## config.mk

```make
export PLATFORM = sky130hd
export DESIGN_NAME = incubator_climate_controller
export DESIGN_NICKNAME = d
export VERILOG_FILES = /design/src/hw/rtl/icc_pkg.sv /design/src/hw/rtl/icc_cfg.sv /design/src/hw/rtl/icc_vent.sv /design/src/hw/rtl/icc_eval.sv /design/src/hw/rtl/incubator_climate_controller.sv
export SDC_FILE = /design/constraint.sdc
export NUM_CORES = 1
export LEC_CHECK = 0
export BUFFER_PORTS_ARGS = -buffer_cell sky130_fd_sc_hd__buf_2
export CELL_PAD_IN_SITES_DETAIL_PLACEMENT = 1
export CELL_PAD_IN_SITES_GLOBAL_PLACEMENT = 2
export CORE_MARGIN = 4
export CORE_UTILIZATION = 36
export CTS_BUF_LIST = sky130_fd_sc_hd__clkbuf_8
export DETAILED_ROUTE_END_ITERATION = 10
export PLACE_DENSITY = 0.75
export SLEW_MARGIN = 10
export SYNTH_ARGS = -nofsm -noshare
export SYNTH_HDL_FRONTEND = slang
export SYNTH_SLANG_ARGS = --single-unit
```

## constraint.sdc

```tcl
create_clock -name aclk -period 4 [get_ports aclk]
set_input_delay 0.8 -clock aclk [delete_from_list [all_inputs] [get_ports aclk]]
set_output_delay 0.8 -clock aclk [all_outputs]
set_load 0.03 [all_outputs]
```

## src/hw/rtl/icc_pkg.sv

```systemverilog
// ----------------------------------------------------------------------------
// icc_pkg: shared types and constants of the incubator climate controller
// Event and phase codes, register indexes, fixed thresholds and the structs
// passed between the configuration, vent and evaluation logic.
// ----------------------------------------------------------------------------
`default_nettype none

package icc_pkg;

    typedef enum logic [1:0] {
        MODE_SAMPLE = 2'd0,
        MODE_TICK   = 2'd1,
        MODE_START  = 2'd2,
        MODE_NONE   = 2'd3
    } mode_t;

    typedef enum logic [1:0] {
        PHASE_OFF     = 2'd0,
        PHASE_PREHEAT = 2'd1,
        PHASE_NORMAL  = 2'd2,
        PHASE_HATCH   = 2'd3
    } phase_t;

    localparam int CFG_INDEX_WIDTH = 4;
    localparam int CFG_DATA_WIDTH  = 16;

    localparam logic [CFG_INDEX_WIDTH-1:0] REG_HEAT_ON_BELOW  = 4'd0;
    localparam logic [CFG_INDEX_WIDTH-1:0] REG_HEAT_OFF_ABOVE = 4'd1;
    localparam logic [CFG_INDEX_WIDTH-1:0] REG_OVERHEAT_LIMIT = 4'd2;
    localparam logic [CFG_INDEX_WIDTH-1:0] REG_NORMAL_HUM_MIN = 4'd3;
    localparam logic [CFG_INDEX_WIDTH-1:0] REG_NORMAL_HUM_MAX = 4'd4;
    localparam logic [CFG_INDEX_WIDTH-1:0] REG_HATCH_HUM_MIN  = 4'd5;
    localparam logic [CFG_INDEX_WIDTH-1:0] REG_HATCH_HUM_MAX  = 4'd6;
    localparam logic [CFG_INDEX_WIDTH-1:0] REG_VENT_REST      = 4'd7;

    localparam logic [11:0] RST_HEAT_ON_BELOW  = 12'd592;
    localparam logic [11:0] RST_HEAT_OFF_ABOVE = 12'd616;
    localparam logic [11:0] RST_OVERHEAT_LIMIT = 12'd624;
    localparam logic [9:0]  RST_NORMAL_HUM_MIN = 10'd450;
    localparam logic [9:0]  RST_NORMAL_HUM_MAX = 10'd650;
    localparam logic [9:0]  RST_HATCH_HUM_MIN  = 10'd750;
    localparam logic [9:0]  RST_HATCH_HUM_MAX  = 10'd900;
    localparam logic [15:0] RST_VENT_REST      = 16'd300;

    localparam logic [9:0] HUM_FULL         = 10'd1000;
    localparam logic [7:0] FAN_SLOW         = 8'd70;
    localparam logic [7:0] FAN_FAST         = 8'd255;
    localparam logic [7:0] FAN_OFF          = 8'd0;
    localparam int         VENT_RUN_SECONDS = 10;
    localparam logic [4:0] FIRST_TURN_DAY   = 5'd3;
    localparam logic [4:0] AFTERNOON_HOUR   = 5'd13;

    typedef struct packed {
        logic [11:0] heat_on_below;
        logic [11:0] heat_off_above;
        logic [11:0] overheat_limit;
        logic [9:0]  normal_hum_min;
        logic [9:0]  normal_hum_max;
        logic [9:0]  hatch_hum_min;
        logic [9:0]  hatch_hum_max;
        logic [15:0] vent_rest_seconds;
    } cfg_t;

    typedef struct packed {
        mode_t       mode;
        phase_t      phase;
        logic [11:0] temperature;
        logic [9:0]  humidity;
        logic [4:0]  day;
        logic [4:0]  hour;
        logic [5:0]  minute;
    } item_t;

    typedef struct packed {
        logic       force_vent;
        logic       running;
        logic [7:0] fan_level;
    } vent_state_t;

    typedef struct packed {
        logic        heater;
        vent_state_t vent;
        logic [5:0]  last_buzz_minute;
        logic [4:0]  last_checked_hour;
        logic [7:0]  turns_done;
        logic        next_turn_forward;
    } ctl_state_t;

    typedef struct packed {
        logic       heater_on;
        logic       vent_on;
        logic [7:0] fan_speed;
        logic       buzz;
        logic       turn_request;
        logic       turn_direction;
    } result_t;

endpackage

`default_nettype wire

```

## src/hw/rtl/icc_cfg.sv

```systemverilog
// ----------------------------------------------------------------------------
// icc_cfg: configuration register file
// Eight threshold and timing registers written through the config channel.
// ----------------------------------------------------------------------------
`default_nettype none

module icc_cfg
    import icc_pkg::*;
(
    input  wire logic                       aclk,
    input  wire logic                       aresetn,
    input  wire logic                       cfg_valid,
    output logic                            cfg_ready,
    input  wire logic [CFG_INDEX_WIDTH-1:0] cfg_index,
    input  wire logic [CFG_DATA_WIDTH-1:0]  cfg_data,
    output cfg_t                            cfg
);

    cfg_t cfg_reg;
    cfg_t cfg_next;

    assign cfg_ready = 1'b1;
    assign cfg       = cfg_reg;

    always_comb begin
        cfg_next = cfg_reg;
        if (cfg_valid) begin
            // indexes past the list are dropped
            unique case (cfg_index)
                REG_HEAT_ON_BELOW:  cfg_next.heat_on_below     = cfg_data[11:0];
                REG_HEAT_OFF_ABOVE: cfg_next.heat_off_above    = cfg_data[11:0];
                REG_OVERHEAT_LIMIT: cfg_next.overheat_limit    = cfg_data[11:0];
                REG_NORMAL_HUM_MIN: cfg_next.normal_hum_min    = cfg_data[9:0];
                REG_NORMAL_HUM_MAX: cfg_next.normal_hum_max    = cfg_data[9:0];
                REG_HATCH_HUM_MIN:  cfg_next.hatch_hum_min     = cfg_data[9:0];
                REG_HATCH_HUM_MAX:  cfg_next.hatch_hum_max     = cfg_data[9:0];
                REG_VENT_REST:      cfg_next.vent_rest_seconds = cfg_data[15:0];
                default: ;
            endcase
        end
    end

    always_ff @(posedge aclk) begin
        if (!aresetn) begin
            cfg_reg.heat_on_below     <= RST_HEAT_ON_BELOW;
            cfg_reg.heat_off_above    <= RST_HEAT_OFF_ABOVE;
            cfg_reg.overheat_limit    <= RST_OVERHEAT_LIMIT;
            cfg_reg.normal_hum_min    <= RST_NORMAL_HUM_MIN;
            cfg_reg.normal_hum_max    <= RST_NORMAL_HUM_MAX;
            cfg_reg.hatch_hum_min     <= RST_HATCH_HUM_MIN;
            cfg_reg.hatch_hum_max     <= RST_HATCH_HUM_MAX;
            cfg_reg.vent_rest_seconds <= RST_VENT_REST;
        end else begin
            cfg_reg <= cfg_next;
        end
    end

endmodule

`default_nettype wire

```

## src/hw/rtl/icc_vent.sv

```systemverilog
// ----------------------------------------------------------------------------
// icc_vent: one second of the vent cycle
// Counts toward the current target and toggles between a 10 s fan run and
// the configured rest; forced venting cuts a run or rest short and runs fast.
// ----------------------------------------------------------------------------
`default_nettype none

module icc_vent
    import icc_pkg::*;
#(
    parameter int COUNT_WIDTH = 16
) (
    input  wire logic                   step,
    input  wire logic                   force_in,
    input  vent_state_t                 vent_in,
    input  wire logic [COUNT_WIDTH-1:0] elapsed_in,
    input  wire logic [COUNT_WIDTH-1:0] target_in,
    input  wire logic [15:0]            rest_seconds,
    output vent_state_t                 vent_out,
    output logic [COUNT_WIDTH-1:0]      elapsed_out,
    output logic [COUNT_WIDTH-1:0]      target_out
);

    localparam int RW = (COUNT_WIDTH > 16) ? COUNT_WIDTH : 16;
    localparam logic [COUNT_WIDTH-1:0] CNT_MAX = {COUNT_WIDTH{1'b1}};

    logic [RW-1:0]          rest_ext;
    logic [RW-1:0]          max_ext;
    logic [COUNT_WIDTH-1:0] rest_sat;

    assign rest_ext = RW'(rest_seconds);
    assign max_ext  = RW'(CNT_MAX);
    assign rest_sat = (rest_ext > max_ext) ? CNT_MAX : COUNT_WIDTH'(rest_ext);

    always_comb begin
        vent_out            = vent_in;
        vent_out.force_vent = force_in;
        elapsed_out         = elapsed_in;
        target_out          = target_in;
        if (step) begin
            if (force_in) begin
                target_out = '0;
            end
            if (elapsed_in != CNT_MAX) begin
                elapsed_out = elapsed_in + 1'b1;
            end
            if (elapsed_out >= target_out) begin
                elapsed_out = '0;
                if (!vent_in.running) begin
                    vent_out.running    = 1'b1;
                    vent_out.fan_level  = force_in ? FAN_FAST : FAN_SLOW;
                    vent_out.force_vent = 1'b0;
                    target_out          = COUNT_WIDTH'(VENT_RUN_SECONDS);
                end else begin
                    vent_out.running   = 1'b0;
                    vent_out.fan_level = FAN_OFF;
                    target_out         = rest_sat;
                end
            end
        end
    end

endmodule

`default_nettype wire

```

## src/hw/rtl/icc_eval.sv

```systemverilog
// ----------------------------------------------------------------------------
// icc_eval: per-event evaluation
// Heater hysteresis, overheat vent step, humidity alarm, turn scheduling and
// the tick and start events; gives the next state and the result item.
// ----------------------------------------------------------------------------
`default_nettype none

module icc_eval
    import icc_pkg::*;
#(
    parameter int COUNT_WIDTH = 16
) (
    input  item_t                       item,
    input  cfg_t                        cfg,
    input  ctl_state_t                  st_in,
    input  wire logic [COUNT_WIDTH-1:0] elapsed_in,
    input  wire logic [COUNT_WIDTH-1:0] target_in,
    output ctl_state_t                  st_out,
    output logic [COUNT_WIDTH-1:0]      elapsed_out,
    output logic [COUNT_WIDTH-1:0]      target_out,
    output result_t                     result
);

    logic        is_sample;
    logic        phase_on;
    logic        overheat;
    logic        vent_step;
    logic        vent_force;
    vent_state_t vent_new;
    logic [9:0]  hum_lo;
    logic [9:0]  hum_hi;
    logic        hum_high;
    logic        hum_bad;
    logic [5:0]  wanted;
    logic        buzz;
    logic        turn;
    logic        dir;

    assign is_sample = (item.mode == MODE_SAMPLE);
    assign phase_on  = (item.phase != PHASE_OFF);
    assign overheat  = is_sample && phase_on &&
                       ($signed(item.temperature) > $signed(cfg.overheat_limit));
    // the vent only moves in the normal and hatching phases
    assign vent_step = ((item.mode == MODE_TICK) || overheat) &&
                       ((item.phase == PHASE_NORMAL) || (item.phase == PHASE_HATCH));
    assign vent_force = overheat | st_in.vent.force_vent;

    icc_vent #(
        .COUNT_WIDTH (COUNT_WIDTH)
    ) u_vent (
        .step         (vent_step),
        .force_in     (vent_force),
        .vent_in      (st_in.vent),
        .elapsed_in   (elapsed_in),
        .target_in    (target_in),
        .rest_seconds (cfg.vent_rest_seconds),
        .vent_out     (vent_new),
        .elapsed_out  (elapsed_out),
        .target_out   (target_out)
    );

    always_comb begin
        unique case (item.phase)
            PHASE_NORMAL: begin
                hum_lo = cfg.normal_hum_min;
                hum_hi = cfg.normal_hum_max;
            end
            PHASE_HATCH: begin
                hum_lo = cfg.hatch_hum_min;
                hum_hi = cfg.hatch_hum_max;
            end
            default: begin
                hum_lo = '0;
                hum_hi = HUM_FULL;
            end
        endcase
    end

    assign hum_high = item.humidity > hum_hi;
    assign hum_bad  = hum_high || (item.humidity < hum_lo);
    // turns due by this day and hour: two a day, the second after noon
    assign wanted   = {item.day, 1'b0} - 6'd1 - {5'd0, (item.hour < AFTERNOON_HOUR)};

    always_comb begin
        st_out      = st_in;
        st_out.vent = vent_new;
        buzz        = 1'b0;
        turn        = 1'b0;
        dir         = 1'b0;
        unique case (item.mode)
            MODE_SAMPLE: begin
                if (!phase_on) begin
                    st_out.heater = 1'b0;
                end else begin
                    if (overheat) begin
                        st_out.heater = 1'b0;
                    end
                    if ($signed(item.temperature) > $signed(cfg.heat_off_above)) begin
                        st_out.heater = 1'b0;
                    end else if ($signed(item.temperature) < $signed(cfg.heat_on_below)) begin
                        st_out.heater = 1'b1;
                    end
                end
                if (hum_bad) begin
                    if (st_in.last_buzz_minute != item.minute) begin
                        st_out.last_buzz_minute = item.minute;
                        buzz                    = 1'b1;
                    end
                    if (hum_high) begin
                        st_out.vent.force_vent = 1'b1;
                    end
                end
                if ((item.phase == PHASE_NORMAL) &&
                    (st_in.last_checked_hour != item.hour)) begin
                    st_out.last_checked_hour = item.hour;
                    if ((item.day >= FIRST_TURN_DAY) && ({2'd0, wanted} > st_in.turns_done)) begin
                        turn                     = 1'b1;
                        dir                      = st_in.next_turn_forward;
                        st_out.next_turn_forward = !st_in.next_turn_forward;
                        st_out.turns_done        = {2'd0, wanted};
                    end
                end
            end
            MODE_TICK: ;
            MODE_START: begin
                st_out.turns_done = '0;
            end
            default: ;
        endcase
    end

    assign result.heater_on      = st_out.heater;
    assign result.vent_on        = st_out.vent.running;
    assign result.fan_speed      = st_out.vent.fan_level;
    assign result.buzz           = buzz;
    assign result.turn_request   = turn;
    assign result.turn_direction = dir;

endmodule

`default_nettype wire

```

## src/hw/rtl/incubator_climate_controller.sv

```systemverilog
// ----------------------------------------------------------------------------
// incubator_climate_controller: heater, vent, humidity alarm and egg turning
// Top level: input register, event evaluation, state and result register.
// ----------------------------------------------------------------------------
// Usage:
//   Input channel s_*: one event per transaction (sample, one-second tick or
//   start) with phase, temperature, humidity and clock time. Result channel
//   m_*: one result per event with heater, fan and pulse outputs.
//   Config channel cfg_*: write one threshold register by index; always
//   ready; write only while no event is in flight. Indexes past 7 are dropped.
//   Timing: the input register loads at the transaction edge; evaluation
//   then lands in the state and result registers, and the result is valid
//   once they load.
//   Throughput: one event per cycle while m_ready is high; evaluation is one
//   pass of compares and a counter increment between the two registers.
//   Stall: when m_ready is low the result is held, the input register keeps
//   one more event and s_ready drops once both are full.
//   Reset (aresetn low, synchronous): heater and fan off, counters and turn
//   count cleared, registers back to their defaults, both channels empty.
// ----------------------------------------------------------------------------
`default_nettype none

module incubator_climate_controller
    import icc_pkg::*;
#(
    parameter int COUNT_WIDTH = 16
) (
    input  wire logic                       aclk,
    input  wire logic                       aresetn,
    input  wire logic                       cfg_valid,
    output logic                            cfg_ready,
    input  wire logic [CFG_INDEX_WIDTH-1:0] cfg_index,
    input  wire logic [CFG_DATA_WIDTH-1:0]  cfg_data,
    input  wire logic                       s_valid,
    output logic                            s_ready,
    input  wire logic [1:0]                 s_mode,
    input  wire logic [1:0]                 s_phase,
    input  wire logic signed [11:0]         s_temperature,
    input  wire logic [9:0]                 s_humidity,
    input  wire logic [4:0]                 s_day,
    input  wire logic [4:0]                 s_hour,
    input  wire logic [5:0]                 s_minute,
    output logic                            m_valid,
    input  wire logic                       m_ready,
    output logic                            m_heater_on,
    output logic                            m_vent_on,
    output logic [7:0]                      m_fan_speed,
    output logic                            m_buzz,
    output logic                            m_turn_request,
    output logic                            m_turn_direction
);

    cfg_t                   cfg;
    item_t                  item_reg;
    logic                   in_valid_reg;
    logic                   out_valid_reg;
    result_t                result_reg;
    result_t                result_next;
    ctl_state_t             st_reg;
    ctl_state_t             st_next;
    logic [COUNT_WIDTH-1:0] elapsed_reg;
    logic [COUNT_WIDTH-1:0] elapsed_next;
    logic [COUNT_WIDTH-1:0] target_reg;
    logic [COUNT_WIDTH-1:0] target_next;
    logic                   advance;
    logic                   take_in;

    icc_cfg u_cfg (
        .aclk      (aclk),
        .aresetn   (aresetn),
        .cfg_valid (cfg_valid),
        .cfg_ready (cfg_ready),
        .cfg_index (cfg_index),
        .cfg_data  (cfg_data),
        .cfg       (cfg)
    );

    // evaluate when the held event can move into a free result slot
    assign advance = in_valid_reg && (!out_valid_reg || m_ready);
    assign s_ready = !in_valid_reg || advance;
    assign take_in = s_valid && s_ready;

    icc_eval #(
        .COUNT_WIDTH (COUNT_WIDTH)
    ) u_eval (
        .item        (item_reg),
        .cfg         (cfg),
        .st_in       (st_reg),
        .elapsed_in  (elapsed_reg),
        .target_in   (target_reg),
        .st_out      (st_next),
        .elapsed_out (elapsed_next),
        .target_out  (target_next),
        .result      (result_next)
    );

    always_ff @(posedge aclk) begin
        if (take_in) begin
            item_reg.mode        <= mode_t'(s_mode);
            item_reg.phase       <= phase_t'(s_phase);
            item_reg.temperature <= s_temperature;
            item_reg.humidity    <= s_humidity;
            item_reg.day         <= s_day;
            item_reg.hour        <= s_hour;
            item_reg.minute      <= s_minute;
        end
        if (advance) begin
            result_reg <= result_next;
        end
    end

    always_ff @(posedge aclk) begin
        if (!aresetn) begin
            in_valid_reg  <= 1'b0;
            out_valid_reg <= 1'b0;
            st_reg        <= '0;
            elapsed_reg   <= '0;
            target_reg    <= '0;
        end else begin
            if (take_in) begin
                in_valid_reg <= 1'b1;
            end else if (advance) begin
                in_valid_reg <= 1'b0;
            end
            if (advance) begin
                out_valid_reg <= 1'b1;
                st_reg        <= st_next;
                elapsed_reg   <= elapsed_next;
                target_reg    <= target_next;
            end else if (m_ready) begin
                out_valid_reg <= 1'b0;
            end
        end
    end

    assign m_valid          = out_valid_reg;
    assign m_heater_on      = result_reg.heater_on;
    assign m_vent_on        = result_reg.vent_on;
    assign m_fan_speed      = result_reg.fan_speed;
    assign m_buzz           = result_reg.buzz;
    assign m_turn_request   = result_reg.turn_request;
    assign m_turn_direction = result_reg.turn_direction;

endmodule

`default_nettype wire

```

==> flow_results.xml, run 1 <==
<?xml version="1.0" encoding="UTF-8"?>
<metrics>
  <group name="cells_and_area">
    <metric name="ant_diodes" unit="">0</metric>
    <metric name="n_fill_cell" unit="">3247</metric>
    <metric name="proportion_of_layout_cells_with_a_drive_suffix_above_1" unit="%">20.5</metric>
    <metric name="register_area" unit="um2">4760</metric>
    <metric name="nNetsFinal" unit="">1347</metric>
    <metric name="multi_input_comb_area" unit="um2">5280</metric>
    <metric name="instances_no_fill" unit="">1611</metric>
    <metric name="syn2layout_area_growth" unit="%">20.0</metric>
    <metric name="largest_register_ffs" unit="">92</metric>
  </group>
  <group name="grt">
    <metric name="wire_length_of_the_first_global_routing_pass" unit="mm">45.5</metric>
    <metric name="grt_pass1_vias" unit="">8509</metric>
    <metric name="gr-total-overflow" unit="">0</metric>
    <metric name="grtUsageTotal" unit="%">18.1</metric>
    <metric name="grt_max_degree" unit="">76</metric>
    <metric name="antenna_found_initial" unit="">2</metric>
  </group>
  <group name="timing">
    <metric name="final.min_clock_period" unit="ns">4.01</metric>
    <metric name="clock_skew" unit="ns">0.0142</metric>
    <metric name="setup_total_negative_slack" unit="ns">-0.0138</metric>
    <metric name="grt_setup_unrepaired" unit="">true</metric>
    <metric name="setup-violations-final" unit="">4</metric>
    <metric name="slew_headroom" unit="%">21.0</metric>
    <metric name="timing.final.max_slew_violations" unit="">0</metric>
    <metric name="setup_slack" unit="ns">-0.00975</metric>
    <metric name="max_freq" unit="MHz">249</metric>
    <metric name="ratio_of_final_minimum_period_to_clock_period" unit="%">100</metric>
    <metric name="tightest_slew" unit="ns">1.19</metric>
    <metric name="hold_viol_final" unit="">0</metric>
  </group>
  <group name="setup_path">
    <metric name="timing_worst_setup_path_type" unit="">flop to flop</metric>
    <metric name="startpoint_type_of_the_worst_setup_path" unit="">flop</metric>
    <metric name="worstPathMaxFanout" unit="">7</metric>
    <metric name="cp.arrival" unit="ns">4.43</metric>
    <metric name="reg2reg_depth" unit="">17</metric>
    <metric name="regToRegEndpoint" unit="">target_reg[12]</metric>
    <metric name="reg2reg_from" unit="">item_reg[37]</metric>
    <metric name="regToRegSetupSlack" unit="ns">-0.01</metric>
    <metric name="required_time_reported_for_the_critical_path_endpoint" unit="ns">4.42</metric>
    <metric name="cp-end-kind" unit="">flop</metric>
  </group>
  <group name="die">
    <metric name="die_width" unit="um">177</metric>
    <metric name="ioPinCount" unit="">83</metric>
    <metric name="number_of_placement_rows" unit="">61</metric>
    <metric name="die_height" unit="um">177</metric>
    <metric name="die_area" unit="um2">31400</metric>
    <metric name="coreArea" unit="um2">28000</metric>
    <metric name="start_util" unit="%">36.7</metric>
  </group>
  <group name="cts">
    <metric name="cts_max_path_buffers" unit="">3</metric>
    <metric name="clk-insertion-delay-late" unit="ns">0.53</metric>
    <metric name="cts_made_buffers" unit="">40</metric>
    <metric name="ctsHtreeMaxLevel" unit="">2</metric>
    <metric name="clk_pin_slew" unit="ns">0.06</metric>
    <metric name="tritoncts_clock_tree" unit="">done</metric>
    <metric name="cts.sinks" unit="">210</metric>
    <metric name="cts-hold-fix-buffers" unit="">0</metric>
    <metric name="cts-root-buf" unit="">clkbuf_8</metric>
  </group>
  <group name="drt">
    <metric name="routed_wl" unit="mm">28.9</metric>
    <metric name="routed_via_density" unit="">5.02</metric>
    <metric name="vias" unit="">8091</metric>
    <metric name="drt.antenna.violating_nets" unit="">0</metric>
    <metric name="drt_first_pass_iters" unit="">4</metric>
    <metric name="detail_route.wl_per_cell" unit="um">17.9</metric>
    <metric name="drcViolationCount" unit="">0</metric>
    <metric name="detail_route.iter0.violations" unit="">367</metric>
  </group>
  <group name="pwr">
    <metric name="power_density" unit="nW/um2">380</metric>
    <metric name="cellLeakagePower" unit="nW">5.18</metric>
    <metric name="sw_frac_of_total" unit="%">26.1</metric>
    <metric name="combPwrFrac" unit="%">9.4</metric>
    <metric name="internal_power" unit="mW">3.46</metric>
    <metric name="p_clk_share" unit="%">42.0</metric>
    <metric name="power.net_switching" unit="mW">1.22</metric>
    <metric name="power.ir.vdd_worst" unit="mV">0.281</metric>
    <metric name="seq_power_share" unit="%">48.6</metric>
  </group>
  <group name="synth">
    <metric name="ys_top_cells_by_area" unit="">dfxtp_1 30%, edfxtp_1 16%, ha_1 9.6%</metric>
    <metric name="syn_avg_cell_area" unit="um2">9.52</metric>
    <metric name="ys_seq_elements" unit="">210</metric>
    <metric name="yosysWarningCount" unit="">0</metric>
    <metric name="synth_flop_cell" unit="">dfxtp_1</metric>
    <metric name="synth.net_count" unit="">1227</metric>
    <metric name="synth_sequential_area_ratio" unit="%">46.2</metric>
    <metric name="asyncSetResetFlopFracSynth" unit="%">0</metric>
    <metric name="yosys.area.top_type_share" unit="%">30.1</metric>
    <metric name="yosys.cell_count.top_type" unit="">nand2_1</metric>
    <metric name="synth_cells" unit="">1081</metric>
    <metric name="post_synth_num_cell_types" unit="">80</metric>
    <metric name="synth.cell_area" unit="um2">10300</metric>
    <metric name="count_of_flip_flops_with_a_built_in_enable_after_synthesis" unit="">55</metric>
    <metric name="synthTopCellsByCount" unit="">206 x nand2_1, 155 x dfxtp_1, 79 x ha_1, 72 x a21oi_1, 55 x edfxtp_1</metric>
    <metric name="synth_top_area_cell" unit="">dfxtp_1</metric>
  </group>
  <group name="hold_path">
    <metric name="hold_path_startpoint" unit="">s_humidity[2]</metric>
    <metric name="path_category_of_the_worst_min_delay_check" unit="">input pin to flop</metric>
    <metric name="min_delay_path_depth" unit="">1</metric>
    <metric name="hold_end" unit="">item_reg[18]</metric>
  </group>
  <group name="run_status">
    <metric name="outcome" unit="">finished with violations</metric>
    <metric name="violations" unit="">negative setup slack</metric>
  </group>
  <group name="placement">
    <metric name="post_dp_hpwl" unit="mm">20.1</metric>
    <metric name="numPortBuffers" unit="">81</metric>
    <metric name="placed_cells" unit="">1513</metric>
    <metric name="finalWeightedCongestion" unit="">0.825</metric>
  </group>
  <group name="run">
    <metric name="cap_violations" unit="">0</metric>
  </group>
</metrics>
## power by group through the flow
stage	clock network, mW	registers [mW]	logic [mW]
floorplan	0	2.32	0.250
global placement	0	2.32	0.407
detailed placement	0	2.32	0.415
CTS	2.03	2.28	0.427
global route	2.14	2.28	0.494
finish	1.97	2.28	0.441
## layout by cell type, fill, tap and decap left out, types with 8 or more instances in the layout
cell type,Yosys,final
a21o_1,19,19
inv_1,53,77
dfxtp_1,155,154
a32o_1,16,16
edfxtp_1,55,55
nand4_1,10,10
xnor2_1,15,15
mux2i_1,42,42
a211oi_1,8,8
mux2_2,15,15
nand2_1,206,201
o21ai_0,15,15
o21a_1,10,9
ha_4,0,8
buf_4,1,48
nor2_1,48,47
ha_1,79,71
buf_2,8,81
xor2_1,10,10
nor3_1,11,11
a21oi_1,72,71
nand3_1,49,49
clkbuf_8,0,46
nor2b_1,17,17
o211ai_1,11,11
## cell type report
cell class,count,area share (%)
clock buffer,46,5.13
inverter,55,1.67
clock inverter,28,0.952
timing repair buffer,135,7.11
sequential,210,38.5
tap,378,3.83
multi-input combinational,759,42.8
## worst max-delay path, cell delays in order (launching register included)
cell and delay, ns:
edfxtp_1 0.47, ha_4 0.32, nand4_1 0.15, nor3_4 0.27, a21boi_4 0.27, o31ai_4 0.08
and2b_2 0.27, buf_12 0.15, and2_4 0.16, ha_4 0.23, or3b_4 0.37, o2111ai_2 0.07
a31o_1 0.21, a31oi_4 0.16, o211ai_4 0.25, nor3_4 0.08, clkbuf_16 0.18, a32o_1 0.21
## cell families (layout without fill, tap and decap cells)
| family | Yosys count | in the layout | synth area share (%) |
|---|---|---|---|
| buffers and inverters | 112 | 264 | 4.45 |
| other | 1 | 1 | 0.0364 |
| multiplexers | 57 | 57 | 5.73 |
| AND/OR/NAND/NOR | 393 | 393 | 17.7 |
| adder cells (fa/ha/maj) | 79 | 79 | 9.60 |
| XOR/XNOR | 25 | 25 | 2.13 |
| flip-flops | 210 | 210 | 46.2 |
| AO/OA/AOI/OAI | 204 | 204 | 14.2 |
## worst max path at each step
stage	startpoint	to	slack, ns	cells past startpoint
3_5_place_dp	item_reg[37]	st_reg[21]	-0.18	17
2_1_floorplan	item_reg[35]	target_reg[10]	0.02	17
5_1_grt	item_reg[35]	target_reg[12]	-0.15	17
4_1_cts	item_reg[31]	target_reg[11]	0.0008	17
3_3_place_gp	item_reg[37]	st_reg[21]	-0.13	17
6_report	item_reg[37]	target_reg[12]	-0.01	17
## through the flow
step | total power [mW] | setup slack [ns] | utilization [%] | hold slack (ns) | cell area (um2)
2_1_floorplan | 2.57 | 0.0206 | - | 0.431 | 10300
3_3_place_gp | 2.73 | -0.127 | 39.9 | 0.439 | 11200
3_5_place_dp | 2.74 | -0.183 | 39.9 | 0.448 | 11200
4_1_cts | 4.74 | 0.000833 | 43.0 | 0.412 | 12000
5_1_grt | 4.91 | -0.153 | 44.1 | 0.408 | 12300
6_report | 4.69 | -0.00975 | 44.1 | 0.444 | 12300
## repair_timing
action | 4_1_cts | 5_1_grt
gates resized for setup | 6 | 27
pin swaps | 8 | 25
gates cloned | 0 | 2
endpoints found under the setup margin | 50 | 47
setup buffers | 8 | 14
## metal layers
layer	global-route usage (%)	vias to the layer above	share of wire (%)
li1	-	4056	-
met1	23.9	3865	46
met2	30.9	123	48
met3	3.12	43	3.9
met4	4.64	4	1.8
met5	0	-	0.069
No activity file was read; power rests on OpenSTA's default activity.
==> run 2: changes to the inputs <==
- GPL_TIMING_DRIVEN: unset -> 0
==> run 2 against run 1 <==
  * The flow still finishes with violations (negative setup slack)
  * Combinational power up 8.8%
  * Sequential cell count unchanged
  * Via count increased by 3.8%
  * Non-clock buffer count grew 33
  * Worst hold slack lost 0.012 ns
  * Critical path type unchanged
  * Global-route usage increased by 0.98 points
  * Wire length up 5.8%
  * Design area grew 3.0%
  * Utilization is 1.3 points higher
  * Critical endpoint is now target_reg[6]
  * Largest power group unchanged
  * Die area unchanged
  * Final cell count grew 1.9%
  * Worst setup slack got worse by 0.045 ns
==> flow_results.xml, run 2 (synthesis results as in run 1) <==
<?xml version="1.0" encoding="UTF-8"?>
<metrics>
  <group name="setup_path">
    <metric name="cpMostUsedCell" unit="">buf_6</metric>
    <metric name="critical_path.slowest_cell" unit="">edfxtp_1</metric>
    <metric name="timing_worst_setup_path_type" unit="">flop to flop</metric>
    <metric name="startpoint_type_of_the_worst_setup_path" unit="">flop</metric>
    <metric name="regToRegEndpoint" unit="">target_reg[6]</metric>
    <metric name="cp-end-kind" unit="">flop</metric>
    <metric name="reg2reg_from" unit="">item_reg[29]</metric>
    <metric name="max_incr_delay_on_cp" unit="ns">0.48</metric>
    <metric name="crit_end" unit="">target_reg[6]</metric>
    <metric name="cp-startpoint" unit="">item_reg[29]</metric>
    <metric name="regToRegSetupSlack" unit="ns">-0.05</metric>
    <metric name="reg2reg_depth" unit="">16</metric>
    <metric name="timing.critical_path.cells" unit="">ha_1 &gt; and4_1 &gt; a221oi_4 &gt; o31ai_4 &gt; and2b_2 &gt; and2_4 &gt; ha_4 &gt; or3b_1 &gt; o2111ai_1 &gt; a31o_1 &gt; a31oi_4 &gt; o211ai_4 &gt; nor3_4 &gt; buf_6 &gt; buf_6 &gt; a32o_1</metric>
    <metric name="worstPathMaxFanout" unit="">6</metric>
    <metric name="required_time_reported_for_the_critical_path_endpoint" unit="ns">4.41</metric>
    <metric name="cp.arrival" unit="ns">4.46</metric>
  </group>
  <group name="cells_and_area">
    <metric name="finalInstanceArea" unit="um2">12700</metric>
    <metric name="syn2layout_area_growth" unit="%">23.6</metric>
    <metric name="layout_common_cells" unit="">199 x nand2_1, 152 x dfxtp_1, 75 x buf_2</metric>
    <metric name="proportion_of_layout_cells_with_a_drive_suffix_above_1" unit="%">21.4</metric>
    <metric name="nNetsFinal" unit="">1380</metric>
    <metric name="n_fill_cell" unit="">3198</metric>
    <metric name="largest_register_ffs" unit="">92</metric>
    <metric name="final_core_utilization" unit="%">45.4</metric>
    <metric name="most_frequent_standard_cell_in_the_layout_excluding_fill_and_tap_cells" unit="">nand2_1</metric>
    <metric name="ant_diodes" unit="">0</metric>
    <metric name="instances_no_fill" unit="">1642</metric>
  </group>
  <group name="drt">
    <metric name="routed_wl" unit="mm">30.5</metric>
    <metric name="drt_first_pass_iters" unit="">4</metric>
    <metric name="routed_via_density" unit="">5.12</metric>
    <metric name="drt.antenna.violating_nets" unit="">0</metric>
    <metric name="vias" unit="">8402</metric>
    <metric name="detail_route.iter0.violations" unit="">343</metric>
    <metric name="detail_route.wl_per_cell" unit="um">18.6</metric>
    <metric name="drcViolationCount" unit="">0</metric>
  </group>
  <group name="pwr">
    <metric name="totalPowerFinal" unit="mW">4.69</metric>
    <metric name="power_density" unit="nW/um2">369</metric>
    <metric name="power.ir.vdd_worst" unit="mV">0.229</metric>
    <metric name="cellLeakagePower" unit="nW">5.22</metric>
  </group>
  <group name="cts">
    <metric name="cts_max_path_buffers" unit="">3</metric>
    <metric name="clk-insertion-delay-late" unit="ns">0.54</metric>
    <metric name="cts.sinks" unit="">210</metric>
    <metric name="ctsHtreeMaxLevel" unit="">2</metric>
    <metric name="clk_pin_slew" unit="ns">0.06</metric>
    <metric name="cts-root-buf" unit="">clkbuf_8</metric>
    <metric name="tritoncts_clock_tree" unit="">done</metric>
    <metric name="cts-hold-fix-buffers" unit="">0</metric>
    <metric name="cts_made_buffers" unit="">40</metric>
  </group>
  <group name="die">
    <metric name="ioPinCount" unit="">83</metric>
    <metric name="die_width" unit="um">177</metric>
    <metric name="die_height" unit="um">177</metric>
    <metric name="start_util" unit="%">36.7</metric>
    <metric name="die_area" unit="um2">31400</metric>
    <metric name="number_of_placement_rows" unit="">61</metric>
    <metric name="coreArea" unit="um2">28000</metric>
  </group>
  <group name="run_status">
    <metric name="outcome" unit="">finished with violations</metric>
    <metric name="violations" unit="">negative setup slack</metric>
  </group>
  <group name="timing">
    <metric name="setup_total_negative_slack" unit="ns">-0.609</metric>
    <metric name="tightest_slew" unit="ns">1.20</metric>
    <metric name="ratio_of_final_minimum_period_to_clock_period" unit="%">101</metric>
    <metric name="slew_headroom" unit="%">20.2</metric>
    <metric name="grt_setup_unrepaired" unit="">true</metric>
    <metric name="setup-violations-final" unit="">21</metric>
    <metric name="clock_skew" unit="ns">0.0249</metric>
    <metric name="final.min_clock_period" unit="ns">4.05</metric>
    <metric name="setup_slack" unit="ns">-0.0546</metric>
    <metric name="timing.final.max_slew_violations" unit="">0</metric>
    <metric name="hold_viol_final" unit="">0</metric>
    <metric name="max_freq" unit="MHz">247</metric>
  </group>
  <group name="placement">
    <metric name="numPortBuffers" unit="">69</metric>
    <metric name="finalWeightedCongestion" unit="">0.773</metric>
    <metric name="placed_cells" unit="">1529</metric>
    <metric name="placement_cell_area" unit="um2">11100</metric>
    <metric name="post_dp_hpwl" unit="mm">21.6</metric>
  </group>
  <group name="grt">
    <metric name="antenna_found_initial" unit="">2</metric>
    <metric name="gr-total-overflow" unit="">0</metric>
    <metric name="grt_busiest_layer" unit="">met2</metric>
    <metric name="grtUsageMet2" unit="%">33.0</metric>
    <metric name="global_route_met3_utilization" unit="%">3.42</metric>
    <metric name="grtUsageTotal" unit="%">19.1</metric>
    <metric name="groute.layer.met1.usage" unit="%">24.9</metric>
    <metric name="grt_pass1_vias" unit="">8636</metric>
    <metric name="grt_max_degree" unit="">30</metric>
    <metric name="wire_length_of_the_first_global_routing_pass" unit="mm">47.2</metric>
  </group>
  <group name="run">
    <metric name="cap_violations" unit="">0</metric>
  </group>
  <group name="hold_path">
    <metric name="path_category_of_the_worst_min_delay_check" unit="">input pin to flop</metric>
  </group>
</metrics>
run 2: cell types whose count changed in the layout (fill, tap and decap cells not counted), moves of 6 or more:
cell,delta
clkbuf_1,+35
buf_4,-21
buf_6,+15
a21oi_1,-6
buf_1,+6
buf_2,-6
run 2: timing repair:
action                                  CTS  global route
cloned                                    2             1
pin swaps                                26            42
setup buffers                            29            16
resized for setup                        40            64
endpoints found under the setup margin   57            56
run 2: worst min-delay path by stage:
stage | startpoint | endpoint | slack [ns] | depth (start not counted)
after floorplan | u_cfg.cfg[1] | u_cfg.cfg[1] | 0.43 | 2
final | s_hour[3] | item_reg[9] | 0.43 | 1
after global placement | u_cfg.cfg[50] | u_cfg.cfg[50] | 0.44 | 2
after CTS | s_hour[3] | item_reg[9] | 0.39 | 1
after detailed placement | u_cfg.cfg[34] | u_cfg.cfg[34] | 0.45 | 2
after global routing | s_hour[4] | item_reg[10] | 0.40 | 1
run 2: through the flow:
stage                     setup WS, ns  hold slack (ns)
after global routing            -0.199            0.396
after global placement          -0.765            0.439
after detailed placement        -0.694            0.448
final                          -0.0546            0.432
after floorplan                 0.0206            0.431
after CTS                       -0.111            0.393
run 2: per-layer routing:
layer / wire, um / vias to the layer above
met5: 23 / -
met3: 1380 / 48
met2: 15000 / 136
met1: 13600 / 4080
li1: - / 4134
met4: 479 / 4
run 2: power breakdown:
| group | internal [mW] | switching [mW] |
|---|---|---|
| logic | 0.190 | 0.290 |
| clock network | 1.01 | 0.930 |
| registers | 2.24 | 0.0365 |
| total | 3.44 | 1.26 |
run 2: final cells by class:
cell class | count | area, um2 | area share, %
Clock buffer | 44 | 606 | 4.76
Timing Repair Buffer | 114 | 805 | 6.32
Clock inverter | 28 | 118 | 0.924
Sequential cell | 210 | 4760 | 37.4
Inverter | 55 | 206 | 1.62
Buffer | 54 | 246 | 1.94
Tap cell | 378 | 473 | 3.72
Multi-Input combinational cell | 759 | 5510 | 43.3
run 2: worst max-delay path, delay by kind of cell (launching register included):
| kind | cells | cell delay, ns |
|---|---|---|
| buf+inv | 2 | 0.27 |
| fa+ha+maj | 2 | 0.59 |
| simple gates | 5 | 1.14 |
| flops | 1 | 0.48 |
| compound gates | 7 | 1.46 |
==> run 3: changes to the inputs <==
- CAP_MARGIN: unset -> 0
- CORE_MARGIN: 4 -> unset
- CORE_UTILIZATION: 36 -> 35
- CTS_BUF_LIST: sky130_fd_sc_hd__clkbuf_8 -> unset
- PLACE_DENSITY: 0.75 -> 0.73
==> run 3 against run 2 <==
  * The run now ends clean
  * Utilization decreased by 1.4 points
  * Sequential cell count unchanged
  * Clock power increased by 15%
  * Maximum frequency increased by 2.9%
  * Critical path type unchanged
  * Critical endpoint is now target_reg[9]
  * Largest cell class unchanged
  * Highest routed layer is now met4
==> flow_results.xml, run 3 (synthesis results as in run 1) <==
<?xml version="1.0" encoding="UTF-8"?>
<metrics>
  <group name="run_status">
    <metric name="outcome" unit="">complete, no violations</metric>
  </group>
  <group name="setup_path">
    <metric name="startpoint_type_of_the_worst_setup_path" unit="">flop</metric>
    <metric name="required_time_reported_for_the_critical_path_endpoint" unit="ns">4.42</metric>
    <metric name="cp.arrival" unit="ns">4.36</metric>
    <metric name="worstPathMaxFanout" unit="">5</metric>
    <metric name="cp-end-kind" unit="">flop</metric>
    <metric name="timing_worst_setup_path_type" unit="">flop to flop</metric>
  </group>
  <group name="grt">
    <metric name="antenna_found_initial" unit="">0</metric>
    <metric name="grtUsageTotal" unit="%">19.7</metric>
    <metric name="gr-total-overflow" unit="">0</metric>
    <metric name="wire_length_of_the_first_global_routing_pass" unit="mm">46.2</metric>
    <metric name="grt_pass1_vias" unit="">8242</metric>
    <metric name="grt_max_degree" unit="">30</metric>
  </group>
  <group name="pwr">
    <metric name="cellLeakagePower" unit="nW">5.14</metric>
    <metric name="power.ir.vdd_worst" unit="mV">0.285</metric>
    <metric name="power_density" unit="nW/um2">392</metric>
  </group>
  <group name="die">
    <metric name="ioPinCount" unit="">83</metric>
    <metric name="die_width" unit="um">173</metric>
    <metric name="die_area" unit="um2">30100</metric>
    <metric name="die_height" unit="um">173</metric>
    <metric name="number_of_placement_rows" unit="">62</metric>
    <metric name="coreArea" unit="um2">28800</metric>
    <metric name="start_util" unit="%">35.8</metric>
  </group>
  <group name="timing">
    <metric name="finalHoldWorstSlack" unit="ns">0.438</metric>
    <metric name="final.min_clock_period" unit="ns">3.94</metric>
    <metric name="clock_skew" unit="ns">0.0102</metric>
    <metric name="ratio_of_final_minimum_period_to_clock_period" unit="%">98.5</metric>
    <metric name="tightest_slew" unit="ns">1.13</metric>
    <metric name="timing.final.max_slew_violations" unit="">0</metric>
    <metric name="hold_viol_final" unit="">0</metric>
    <metric name="setup-violations-final" unit="">0</metric>
    <metric name="setup_slack" unit="ns">0.0603</metric>
    <metric name="max_freq" unit="MHz">254</metric>
    <metric name="slew_headroom" unit="%">24.4</metric>
    <metric name="grt_setup_unrepaired" unit="">true</metric>
  </group>
  <group name="drt">
    <metric name="detail_route.wl_per_cell" unit="um">18.2</metric>
    <metric name="drt_first_pass_iters" unit="">4</metric>
    <metric name="routed_via_density" unit="">5.07</metric>
    <metric name="drcViolationCount" unit="">0</metric>
    <metric name="detail_route.iter0.violations" unit="">314</metric>
    <metric name="drt.antenna.violating_nets" unit="">0</metric>
    <metric name="vias" unit="">8225</metric>
    <metric name="routed_wl" unit="mm">29.5</metric>
  </group>
  <group name="cells_and_area">
    <metric name="syn2layout_area_growth" unit="%">23.2</metric>
    <metric name="largest_register_ffs" unit="">92</metric>
    <metric name="n_fill_cell" unit="">3287</metric>
    <metric name="register_area" unit="um2">4760</metric>
    <metric name="proportion_of_layout_cells_with_a_drive_suffix_above_1" unit="%">19.2</metric>
    <metric name="nNetsFinal" unit="">1364</metric>
    <metric name="finalInstanceArea" unit="um2">12700</metric>
    <metric name="layout_common_cells" unit="">199 x nand2_1, 153 x dfxtp_1, 73 x buf_2</metric>
    <metric name="most_frequent_standard_cell_in_the_layout_excluding_fill_and_tap_cells" unit="">nand2_1</metric>
    <metric name="ant_diodes" unit="">0</metric>
    <metric name="multi_input_comb_area" unit="um2">5420</metric>
  </group>
  <group name="cts">
    <metric name="cts_max_path_buffers" unit="">3</metric>
    <metric name="cts.sinks" unit="">210</metric>
    <metric name="ctsHtreeMaxLevel" unit="">1</metric>
    <metric name="clk_pin_slew" unit="ns">0.06</metric>
    <metric name="cts_made_buffers" unit="">26</metric>
    <metric name="tritoncts_clock_tree" unit="">done</metric>
    <metric name="clk-insertion-delay-late" unit="ns">0.54</metric>
    <metric name="cts-root-buf" unit="">clkbuf_16</metric>
  </group>
  <group name="run">
    <metric name="cap_violations" unit="">0</metric>
  </group>
  <group name="placement">
    <metric name="detailedPlace.worstSlack" unit="ns">-0.705</metric>
    <metric name="placement_cell_area" unit="um2">11100</metric>
    <metric name="finalWeightedCongestion" unit="">0.801</metric>
    <metric name="numPortBuffers" unit="">69</metric>
    <metric name="post_dp_hpwl" unit="mm">21.1</metric>
  </group>
  <group name="hold_path">
    <metric name="path_category_of_the_worst_min_delay_check" unit="">input pin to flop</metric>
  </group>
</metrics>
==> run 3: per-stage QoR <==
step	total power [mW]	std cells	utilization, %	setup TNS [ns]
floorplan	2.57	1081	-	0
global placement	2.73	1534	38.6	-25.27
detailed placement	2.74	1535	38.7	-28.12
CTS	5.03	1612	43.3	-0.0607
global route	5.18	1621	44.0	-1.75
finish	4.97	1621	44.0	0
==> run 3: power by group <==
part / internal (mW) / switching (mW) / total, mW
Combinational: 0.188 / 0.285 / 0.473
Clock: 1.31 / 0.918 / 2.23
Sequential: 2.24 / 0.0360 / 2.27
==> run 3: timing repair <==
action | CTS | global route
hold buffers | 0 | 0
setup buffers | 30 | 15
gates cloned | 2 | 1
hold endpoints to repair | 0 | 0
pin swaps | 29 | 21
gates resized for setup | 38 | 34
endpoints found under the setup margin | 57 | 56
==> run 3: worst max-delay path, cell delays in order, from the launching register on <==
cell and delay [ns]:
edfxtp_1 0.47, ha_4 0.31, nand4_1 0.17, nor3_4 0.21, a21boi_4 0.26, o31ai_4 0.10
and2b_1 0.18, buf_6 0.13, buf_8 0.14, nand2_4 0.08, ha_4 0.20, and4_4 0.17
buf_4 0.14, a221oi_4 0.29, a31oi_4 0.13, buf_12 0.15, o211ai_4 0.24, nor3_4 0.09
buf_6 0.15, a32o_1 0.20
==> run 3: final timing paths <==
| check | start | to | slack, ns | cells after the start |
|---|---|---|---|---|
| setup / recovery | item_reg[37] | target_reg[9] | 0.06 | 19 |
| hold / removal | s_day[0] | item_reg[11] | 0.44 | 1 |
| hold reg to reg | u_cfg.cfg[49] | u_cfg.cfg[49] | 0.45 | 2 |
| setup reg to reg | item_reg[37] | target_reg[9] | 0.06 | 19 |
==> run 3: cell type report <==
class                   count  area share, %
well taps                 384           3.79
multi-input cells         759           42.7
repair buffers            111           5.97
clock inverters             5          0.178
plain buffers              55           2.07
flip-flops and latches    210           37.5
clock buffers              42           6.09
inverters                  55           1.63
==> run 3: routing by layer <==
layer	wire [um]	part of all wire (%)	vias up	global-route usage, %
met3	839	2.8	46	2.70
met1	13600	46	3975	25.6
met2	14300	49	107	34.3
met5	0	0	-	0
li1	-	-	4097	-
met4	753	2.6	0	5.49
